[src/sv/radix_literal_to_integer_unit_defines.svh]
// Assertion macros used by the number literal converter RTL.
`ifndef RADIX_LITERAL_TO_INTEGER_UNIT_DEFINES_SVH
`define RADIX_LITERAL_TO_INTEGER_UNIT_DEFINES_SVH

`ifndef SYNTHESIS

`define RLI_ASSERT_IMP(lbl, clk, rstn, ante, cons) \
    lbl: assert property (@(posedge clk) disable iff (!(rstn)) (ante) |-> (cons)) \
        else $error("Same-cycle check failed.");

`define RLI_ASSERT_NEXT(lbl, clk, rstn, ante, cons) \
    lbl: assert property (@(posedge clk) disable iff (!(rstn)) (ante) |=> (cons)) \
        else $error("Next-cycle check failed.");

`else

`define RLI_ASSERT_IMP(lbl, clk, rstn, ante, cons)

`define RLI_ASSERT_NEXT(lbl, clk, rstn, ante, cons)

`endif

`endif

[src/sv/rli_pkg.sv]
// Types and constants of the number literal converter.
`timescale 1ns / 1ps

package rli_pkg;

    localparam int OUT_VALUE_W = 32;
    localparam int COUNT_W     = 16;

    localparam logic [1:0] BASE_HEX = 2'd0;
    localparam logic [1:0] BASE_DEC = 2'd1;
    localparam logic [1:0] BASE_OCT = 2'd2;
    localparam logic [1:0] BASE_BIN = 2'd3;

    localparam logic [7:0] CH_ZERO  = 8'h30;
    localparam logic [7:0] CH_ONE   = 8'h31;
    localparam logic [7:0] CH_SEVEN = 8'h37;
    localparam logic [7:0] CH_NINE  = 8'h39;
    localparam logic [7:0] CH_UP_A  = 8'h41;
    localparam logic [7:0] CH_UP_Z  = 8'h5A;
    localparam logic [7:0] CH_LO_A  = 8'h61;
    localparam logic [7:0] CH_LO_F  = 8'h66;
    localparam logic [7:0] CH_LO_X  = 8'h78;
    localparam logic [7:0] CH_LO_H  = 8'h68;
    localparam logic [7:0] CH_LO_B  = 8'h62;
    localparam logic [7:0] CASE_OFFSET  = 8'd32;
    localparam logic [7:0] ALPHA_OFFSET = 8'd87;

    localparam logic [COUNT_W-1:0] COUNT_MAX = '1;

    typedef struct packed {
        logic [7:0] ch;
        logic [1:0] base_kind;
        logic       start_req;
    } t_in_item;

    typedef struct packed {
        logic [OUT_VALUE_W-1:0] value;
        logic [COUNT_W-1:0]     length;
        logic                   suffix_taken;
    } t_out_item;

endpackage

[src/sv/radix_literal_to_integer_unit.sv]
// Top level of the streaming number literal converter.
//
// Characters of an assembler number literal arrive one per item on the input
// channel, with start_req set on the first character and base_kind giving the
// base (hex, decimal, octal or binary) for the new literal.
// The literal ends on the first character that is not a digit or prefix letter;
// a suffix letter ends it as well and is counted. That item gives one result
// item with the value, the character count and whether a suffix was consumed.
// Each item is handled by the parse logic in front of the literal state
// registers; a result appears on the output channel in the cycle after the
// item that ends the literal is accepted.
// Throughput is one character per cycle, limited only by the single output
// register; while that register holds an untaken result and the receiver
// keeps ready low, input ready is low as well.
// Reset clears the literal state and empties the output register.
`timescale 1ns / 1ps

`include "radix_literal_to_integer_unit_defines.svh"

module radix_literal_to_integer_unit #(
    parameter int VALUE_BITS = 32
) (
    input  logic              i_clk,
    input  logic              i_rst_n,
    input  logic              i_in_valid,
    output logic              o_in_ready,
    input  rli_pkg::t_in_item i_in_item,
    output logic              o_out_valid,
    input  logic              i_out_ready,
    output rli_pkg::t_out_item o_out_item
);

    import rli_pkg::*;

    logic [VALUE_BITS-1:0] r_acc,    n_acc;
    logic [COUNT_W-1:0]    r_count,  n_count;
    logic [1:0]            r_base,   n_base;
    logic                  r_active, n_active;
    logic                  r_prefix, n_prefix;
    logic                  r_fwz,    n_fwz;
    logic                  r_out_valid, n_out_valid;
    t_out_item             r_out_item,  n_out_item;

    logic                  in_acc;
    logic                  eff_active;
    logic [VALUE_BITS-1:0] cur_acc;
    logic [COUNT_W-1:0]    cur_count;
    logic [COUNT_W-1:0]    bumped_count;
    logic [1:0]            cur_base;
    logic                  cur_prefix;
    logic                  cur_fwz;
    logic [7:0]            lc;
    logic                  digit_hit;
    logic [3:0]            digit;
    logic [VALUE_BITS-1:0] scaled;
    logic                  is_prefix;
    logic                  is_suffix;
    logic                  feed_end;

    assign o_in_ready = !r_out_valid || i_out_ready;
    assign in_acc     = i_in_valid && o_in_ready;

    always_comb begin
        eff_active = i_in_item.start_req || r_active;
        cur_acc    = i_in_item.start_req ? '0 : r_acc;
        cur_count  = i_in_item.start_req ? '0 : r_count;
        cur_base   = i_in_item.start_req ? i_in_item.base_kind : r_base;
        cur_prefix = i_in_item.start_req ? 1'b0 : r_prefix;
        cur_fwz    = i_in_item.start_req ? 1'b0 : r_fwz;

        bumped_count = (cur_count == COUNT_MAX) ? cur_count : cur_count + 1'b1;

        if (i_in_item.ch inside {[CH_UP_A:CH_UP_Z]}) begin
            lc = i_in_item.ch + CASE_OFFSET;
        end else begin
            lc = i_in_item.ch;
        end

        digit_hit = 1'b0;
        digit     = 4'(i_in_item.ch - CH_ZERO);
        case (cur_base)
            BASE_HEX: begin
                if (i_in_item.ch inside {[CH_ZERO:CH_NINE]}) begin
                    digit_hit = 1'b1;
                end else if (lc inside {[CH_LO_A:CH_LO_F]}) begin
                    digit_hit = 1'b1;
                    digit     = 4'(lc - ALPHA_OFFSET);
                end
            end
            BASE_DEC: digit_hit = i_in_item.ch inside {[CH_ZERO:CH_NINE]};
            BASE_OCT: digit_hit = i_in_item.ch inside {[CH_ZERO:CH_SEVEN]};
            default:  digit_hit = i_in_item.ch inside {[CH_ZERO:CH_ONE]};
        endcase

        case (cur_base)
            BASE_HEX: scaled = cur_acc << 4;
            BASE_DEC: scaled = (cur_acc << 3) + (cur_acc << 1);
            BASE_OCT: scaled = cur_acc << 3;
            default:  scaled = cur_acc << 1;
        endcase

        is_prefix = !digit_hit && !cur_prefix && (cur_count == COUNT_W'(1)) && cur_fwz &&
                    (((cur_base == BASE_HEX) && (lc == CH_LO_X)) ||
                     ((cur_base == BASE_BIN) && (lc == CH_LO_B)));
        is_suffix = !digit_hit && !is_prefix && !cur_prefix &&
                    (((cur_base == BASE_HEX) && (lc == CH_LO_H)) ||
                     ((cur_base == BASE_BIN) && (lc == CH_LO_B)));
        feed_end  = !digit_hit && !is_prefix;

        n_acc    = r_acc;
        n_count  = r_count;
        n_base   = r_base;
        n_active = r_active;
        n_prefix = r_prefix;
        n_fwz    = r_fwz;

        n_out_valid = r_out_valid && !i_out_ready;
        n_out_item  = r_out_item;

        if (in_acc && eff_active) begin
            n_base   = cur_base;
            n_acc    = cur_acc;
            n_count  = cur_count;
            n_prefix = cur_prefix;
            n_fwz    = cur_fwz;
            n_active = !feed_end;
            if (digit_hit) begin
                n_acc   = scaled + VALUE_BITS'(digit);
                n_count = bumped_count;
                if (cur_count == '0) begin
                    n_fwz = (i_in_item.ch == CH_ZERO);
                end
            end else if (is_prefix) begin
                n_prefix = 1'b1;
                n_count  = bumped_count;
            end else if (is_suffix) begin
                n_count = bumped_count;
            end

            if (i_in_item.start_req && r_active) begin
                n_out_valid             = 1'b1;
                n_out_item.value        = OUT_VALUE_W'(r_acc);
                n_out_item.length       = r_count;
                n_out_item.suffix_taken = 1'b0;
            end else if (feed_end) begin
                n_out_valid             = 1'b1;
                n_out_item.value        = OUT_VALUE_W'(cur_acc);
                n_out_item.length       = is_suffix ? bumped_count : cur_count;
                n_out_item.suffix_taken = is_suffix;
            end
        end
    end

    always_ff @(posedge i_clk) begin
        if (!i_rst_n) begin
            r_acc       <= '0;
            r_count     <= '0;
            r_base      <= BASE_HEX;
            r_active    <= 1'b0;
            r_prefix    <= 1'b0;
            r_fwz       <= 1'b0;
            r_out_valid <= 1'b0;
        end else begin
            r_acc       <= n_acc;
            r_count     <= n_count;
            r_base      <= n_base;
            r_active    <= n_active;
            r_prefix    <= n_prefix;
            r_fwz       <= n_fwz;
            r_out_valid <= n_out_valid;
        end
    end

    always_ff @(posedge i_clk) begin
        r_out_item <= n_out_item;
    end

    assign o_out_valid = r_out_valid;
    assign o_out_item  = r_out_item;

    `RLI_ASSERT_NEXT(a_start_count, i_clk, i_rst_n, in_acc && i_in_item.start_req, r_count <= COUNT_W'(1))
    `RLI_ASSERT_NEXT(a_idle_stays, i_clk, i_rst_n, in_acc && !i_in_item.start_req && !r_active, !r_active)
    `RLI_ASSERT_IMP(a_prefix_count, i_clk, i_rst_n, r_prefix, r_count >= COUNT_W'(2))
    `RLI_ASSERT_NEXT(a_restart_emits, i_clk, i_rst_n, in_acc && i_in_item.start_req && r_active, r_out_valid)

endmodule
[config.mk]
export PLATFORM = sky130hd
export DESIGN_NAME = radix_literal_to_integer_unit
export DESIGN_NICKNAME = d
export VERILOG_FILES = /design/src/sv/rli_pkg.sv /design/src/sv/radix_literal_to_integer_unit.sv
export VERILOG_INCLUDE_DIRS = /design/src /design/src/sv
export SDC_FILE = /design/constraint.sdc
export NUM_CORES = 1
export LEC_CHECK = 0
export CAP_MARGIN = 20
export CELL_PAD_IN_SITES_DETAIL_PLACEMENT = 0
export CELL_PAD_IN_SITES_GLOBAL_PLACEMENT = 1
export CORE_ASPECT_RATIO = 0.9
export CORE_MARGIN = 3
export CORE_UTILIZATION = 47
export CTS_CLUSTER_DIAMETER = 40
export DETAILED_ROUTE_END_ITERATION = 10
export DONT_BUFFER_PORTS = 1
export PLACE_DENSITY = 0.82
export RECOVER_POWER = 50
export SYNTH_ARGS = -nofsm -noshare
export SYNTH_HDL_FRONTEND = slang
export SYNTH_SLANG_ARGS = --single-unit
[constraint.sdc]
create_clock -name i_clk -period 14.9 [get_ports i_clk]
set_clock_uncertainty 0.05 [all_clocks]
set_input_delay 0.745 -clock i_clk [delete_from_list [all_inputs] [get_ports i_clk]]
set_output_delay 0.745 -clock i_clk [all_outputs]
set_load 0.03 [all_outputs]
# Yosys cells after proc, flatten, opt, wreduce, memory -nomap -nowiden
# Index checks and enable logic that the tools add are counted.
[word_totals] ff_bits=103 in_bits=15
[classes] n_addsub=6 order_cmp=8 n_eq_ne=9 mux=27 reduce_logical=33
[op_table] op="$mux 49" count=2
[op_table] op="$pmux 32 s3" count=1
[op_table] op="$mux 16" count=5
[op_table] op="$mux 32" count=2
[op_table] op="$add 32x32->32" count=1
[op_table] op="$add 32x4->32" count=1
[op_table] op="$eq 8x7->1 const B" count=3
[op_table] op="$le 8x6->1 const B" count=3
[op_table] op="$logic_and 1x1->1" count=19
[op_table] op="$add 16x1->16 const B" count=1
[op_table] op="$eq 16x1->1 const B" count=1
[op_table] op="$eq 16x16->1 const B" count=1
[op_table] op="$ge 8x7->1 const B" count=2
[op_table] op="$le 8x7->1 const B" count=2
[op_table] op="$logic_not 16->1" count=1
[op_table] op="$mux 4" count=3
[op_table] op="$mux 1" count=11
[op_table] op="$add 8x6->8 const B" count=1
[op_table] op="$eq 8x6->1 const B" count=1
[op_table] op="$ge 8x6->1 const B" count=1
[op_table] op="$mux 8" count=1
[op_table] op="$logic_not 1->1" count=6
[op_table] op="$eq 2x2->1 const B" count=2
[op_table] op="$logic_or 1x1->1" count=4
[op_table] op="other kinds (8)" count=8

# Logic depth before layout (Yosys ltp)
[logic_depth] depth_word=20 depth_mapped=23 depth_no_buf=21

# Worst setup path before layout
# OpenSTA, ideal clock, no wires.
[synth_path] kind="input-to-reg" from="input port i_in_item[0] in the netlist's numbering" to="register r_acc[17]" setup_time_ns=0.128 t_arrival_ns=5.532 required_ns=14.722 setup_slack_ns=9.190 cell_stages=21 path_buffers=9 path_cell_list="buf_4 buf_6 buf_2 buf_6 buf_2 buf_2 buf_1 clkbuf_1 clkbuf_1 nor2b_1 fa_1 a21o_1 a221o_2 a21oi_4 xnor2_1 o221ai_1 or3_1 or4_1 xnor2_1 a22oi_1 nor2_1"
[synth_via] elab_chain_cells=5 word_cells_on_any_way=13 cone_classes="add/sub: 2; eq/ne: 2; mux: 6; reduce/logical: 3"
[synth_rtl] element="from (decl)" line="radix_literal_to_integer_unit.sv:27" source="input rli_pkg::t_in_item i_in_item,"
[synth_rtl] element="$mux 32 or $mux 2 (tied branches)" line="radix_literal_to_integer_unit.sv:65, radix_literal_to_integer_unit.sv:67"
[synth_rtl] element="$add 32x32->32, or another cell as far along" line="radix_literal_to_integer_unit.sv:97" source="BASE_DEC: scaled = (cur_acc << 3) + (cur_acc << 1);"
[synth_rtl] element="$pmux 32 s3 or $mux 4 (tied branches)" line="radix_literal_to_integer_unit.sv:95, radix_literal_to_integer_unit.sv:81"
[synth_rtl] element="$add 32x4->32" line="radix_literal_to_integer_unit.sv:128" source="n_acc = scaled + VALUE_BITS'(digit);"
[synth_rtl] element="$mux 32" line="radix_literal_to_integer_unit.sv:127" source="if (digit_hit) begin"
[synth_rtl] element="to (signal assigned)" line="radix_literal_to_integer_unit.sv:164" source="r_acc <= n_acc;"
[synth_rtl] element="to (decl)" line="radix_literal_to_integer_unit.sv:35" source="logic [VALUE_BITS-1:0] r_acc, n_acc;"
# Several ways; a longest one is shown, not always the timed one.
# A chain may end at the register's enable or synchronous reset.

# Worst setup path after layout
[layout_path] from="input port i_in_item[3] in the netlist's numbering" to="register r_acc[23]"
[layout_via] elab_chain_cells=10 word_cells_on_any_way=25 cone_classes="add/sub: 4; order compare: 8; mux: 8; reduce/logical: 5"
[layout_rtl] element="$ge 8x7->1 or $le 8x7->1 (tied branches)" line="radix_literal_to_integer_unit.sv:73" source="if (i_in_item.ch inside {[CH_UP_A:CH_UP_Z]}) begin"
[layout_rtl] element="$logic_and 1x1->1" line="radix_literal_to_integer_unit.sv:73"
[layout_rtl] element="$mux 8" line="radix_literal_to_integer_unit.sv:73"
[layout_rtl] element="$ge 8x7->1 or $le 8x7->1 (tied branches)" line="radix_literal_to_integer_unit.sv:85" source="end else if (lc inside {[CH_LO_A:CH_LO_F]}) begin"
[layout_rtl] element="$logic_and 1x1->1" line="radix_literal_to_integer_unit.sv:85"
[layout_rtl] element="$mux 4" line="radix_literal_to_integer_unit.sv:85"
[layout_rtl] element="$mux 4" line="radix_literal_to_integer_unit.sv:83" source="if (i_in_item.ch inside {[CH_ZERO:CH_NINE]}) begin"
[layout_rtl] element="$mux 4" line="radix_literal_to_integer_unit.sv:81" source="case (cur_base)"
[layout_rtl] element="$add 32x4->32" line="radix_literal_to_integer_unit.sv:128"
[layout_rtl] element="$mux 32 (*)" line="radix_literal_to_integer_unit.sv:127"
# Mark *: on every way between the ends. The rest lies on a longest branch, timed or not.

==> metrics.md <==
| Metric | Value |
|---|---|
| # rows | `46` |
| Largest cells by area after synthesis | `edfxtp_1, dfxtp_1, ha_1` |
| Synth Area in XOR/XNOR | `under 10%` |
| Reg clk slew, reported paths | `about 0.07 ns` |
| Switch Pwr | `~0.0002 W` |
| CP Launch Type | `input pin` |
| Most used standard cell by instance count after synthesis | `nand2_1` |
| Sw Share | `between 30% and 40%` |
| Via density | `~6.4` |
| Drc violations | `0` |
| Reg2reg path depth | `18` |
| Sequential element share of the synthesized area | `29.1%` |
| I/O Buffers | `0` |
| Hold Path Cell Cnt | `2` |
| Critical path peak fanout | `5` |
| Reg power frac | `about half` |
| Final Wtd Congestion | `approximately 0.90` |
| Main synth FF type | `dfxtp_1` |
| Die height | `about 140 um` |
| CTS Buffer Depth | `2` |
| Worst R2R End | `r_acc[23]` |
| Drt first-iter violations | `759` |
| Final Max Tran Viols | `0` |
| Vias | `a little over 8,000` |
| Wire length per cell | `just over 20 um` |
| Post-synth top area share | `16.8%` |
| Initial antenna violation count | `0` |
| Static Leak | `3.35 nW` |
| Pwr Density | `73.3 mW/mm^2` |
| Postcts setup bufs | `0` |
| Synthesized area | `0.00876 mm^2` |
| Core area | `around 0.018 mm^2` |
| Largest family of logic cells by synthesized area | `simple AND/OR/NAND/NOR gates` |
| Root Buffer | `clkbuf_16` |
| Status | `complete, no violations` |
| Final TNS setup | `0 ns` |
| Max IR drop VDD | `0.0000560 V` |
| Post-synthesis mux area share | `under 10%` |
| Final setup fails | `0` |
| Worst R2R Setup Slack | `roughly 11 ns` |
| Clk Latency, worst-skew pair | `around 0.36 ns` |
| EDFF count, synth | `49` |
| Area delta synth->final | `4.24%` |
| Most instantiated cells after synthesis | `nand2_1, nor2_1, a21oi_1` |
| Synth area leader | `edfxtp_1` |
| Syn_nets | `approximately 1,100` |
| Crit-path slowest cell | `or4b_1` |
| Overflow left after global routing | `0` |
| Post-CTS resize count | `0` |
| Critical path type | `input pin to flop` |
| Synth warn | `0` |
| Int Power | `0.000468 W` |
| Fmax | `0.214 GHz` |
| Setup repair after global routing missed its margin | `false` |
| Total of max-cap violations | `0` |
| Dpl ws | `~10 ns` |
| Hold Vio Cnt, Final | `0` |
| Total wire length | `roughly 26 mm` |
| Critical Path RT | `around 15 ns` |
| Slew headroom | `around 7%` |
| Clk network pwr share | `between 30 and 40%` |
| Min-delay src | `r_fwz` |
| Critical path arrival | `a little under 5 ns` |
| Slowest stage delay, CP | `between 0.4 and 0.5 ns` |
| CTS tree | `yes` |
| Hold WS | `around 0.44 ns` |
| Layout cells sized above 1 | `about 7.0%` |
| Final worst path period share | `a little under a third` |
| Largest net degree at the start of global routing | `92` |
| Cts hold-fix bufs | `0` |
| CTS sink cnt | `roughly 100` |
| Synth unique cells | `just over 100` |
| Final HPWL DP | `about 19 mm` |
| Syn Area/Cell | `slightly above 8 um^2` |
| Gr usage total | `about a quarter` |
| DRT antenna net count | `0` |
| CP Cell Sequence | `inv_1 > ha_1 > or4b_1 > nor2_1 > o311a_1 > o2111a_1 > nand2_1 > xnor2_1 > inv_1 > fa_1 > inv_1 > a21oi_1 > nor2_1 > and2_1 > and3_1 > nand3_1 > or3_1 > nor4b_2 > xor2_1 > o21ai_1` |
| Comb pwr share | `between 10 and 15%` |
| DIE AREA | `0.0203 mm^2` |
| #FFs+latches synth | `103` |
| Number of diodes | `0` |
| Nets@finish | `roughly 1,100` |
| Die Wd | `around 150 um` |
| Synth Area in Adders | `6.31%` |
| Ports | `66` |
| Final WS setup | `10.23 ns` |
| Final Critical Period | `~4.7 ns` |
| Post-synthesis compound-gate area fraction | `between 20% and 30%` |
| Layout fillers | `between 1,500 and 2,000` |
| Post-Synth Simple-Gate Area | `28.5%` |
| Vias in the first global route | `approximately 7,300` |
| Total iterations of the first detailed-routing run | `6` |
| Most used cell, CP | `inv_1` |
| Global-route wire length before repair | `around 41 mm` |
| CP endpoint kind | `flop` |
| Worst-case hold path end point | `r_fwz` |
| Hold Crit Class | `flop to flop` |
| Htree depth | `3` |
| Worst r2r src | `r_base[0]` |
| Post-synthesis cell count | `around 1,100` |
| Starting density of the core | `roughly half` |
| Share of synthesized registers carrying an async set or reset | `0%` |
| TritonCTS Buffers | `9` |
| Slew @ Worst Pin | `between 1 and 1.5 ns` |
[placed cells by master (no fill, tap or decap), types with 5 or more instances in the layout]
master	synthesis	layout
nand2_1	106	106
nor2_1	97	97
a21oi_1	87	87
o21ai_0	58	57
dfxtp_1	54	54
edfxtp_1	49	49
ha_1	41	41
nor2b_1	38	38
inv_1	28	28
nor3_1	26	26
and2_1	44	23
and3_1	23	23
a22oi_1	22	23
nand3_1	22	22
and2_0	0	21
nand2b_1	20	20
xnor2_1	19	19
nand4_1	18	18
xor2_1	15	15
a31oi_1	14	14
a311oi_1	13	13
a21o_1	13	13
o21ai_1	11	12
a211oi_1	11	11
mux2i_1	11	10
or3_1	9	9
o211ai_1	9	9
o221ai_1	9	9
clkbuf_16	0	9
nor4_1	8	8
o22ai_1	7	7
o21a_1	7	7
buf_4	3	6
o31ai_1	5	5
nor3b_1	5	5
nor3_2	5	5
[cells by family (layout without fill, tap and decap cells)]
logic type,after synthesis,in the layout
AOI/OAI and AO/OA,334,334
xor gates and xnor gates,34,34
adders and majority gates,43,43
buffers and inverters,89,54
DFF,103,103
muxes,15,15
and+or+nand+nor,457,457
[through the flow]
| stage | power, W | instances | instance area, um^2 | util [%] |
|---|---|---|---|---|
| 6_report | 0.000670 | 1280 | 9140 | 50.9 |
| 5_1_grt | 0.000692 | 1280 | 9140 | 50.9 |
| 4_1_cts | 0.000671 | 1280 | 9160 | 51.0 |
| 3_5_place_dp | 0.000428 | 1264 | 8860 | 49.4 |
| 3_3_place_gp | 0.000428 | 1264 | 8860 | 49.4 |
| 2_1_floorplan | 0.000408 | 1075 | 8760 | - |
[per-layer routing]
metal  wire length, um  global-route usage [%]
met3              1840                    4.01
met4               398                    5.23
met2             11400                    37.3
met1             12600                    39.2
met5                 0                       0
[state kept, by name (all words and copies together), names as in the netlist]
register,cells
o_out_item,49
r_acc,32
r_count,16
r_base,2
o_out_valid,1
r_active,1
r_fwz,1
r_prefix,1
[cell type report]
type / count / area (um^2) / share of cell area [%]
clock inverter: 7 / 75.1 / 0.822
multi-input combinational: 883 / 5820 / 63.7
inverter: 29 / 109 / 1.19
clock buffer: 9 / 225 / 2.47
timing repair buffer: 9 / 56.3 / 0.616
sequential: 103 / 2550 / 27.9
tap: 240 / 300 / 3.29
[worst max path at each step]
stage,depth (start not counted),from,endpoint
after floorplan,21,i_in_item[0],r_acc[17]
after global placement,20,i_in_item[3],r_acc[23]
after detailed placement,20,i_in_item[3],r_acc[23]
after CTS,20,i_in_item[3],r_acc[23]
after global routing,20,i_in_item[3],r_acc[31]
final,20,i_in_item[3],r_acc[23]
[power by group through the flow]
stage | sequential [W] | combinational [W] | clock (W)
CTS | 0.000325 | 0.0000979 | 0.000248
floorplan | 0.000330 | 0.0000787 | 0
global placement | 0.000331 | 0.0000969 | 0
finish | 0.000324 | 0.0000984 | 0.000247
global route | 0.000326 | 0.000107 | 0.000259
detailed placement | 0.000331 | 0.0000975 | 0
[worst max-delay path: cells and delay by family]
family,cells,cell delay (ns)
compound gates,4,0.60
buf+inv,3,0.27
simple gates,9,2.18
fa+ha+maj,2,0.66
xor+xnor,2,0.38
(Power assumes the default switching activity.)
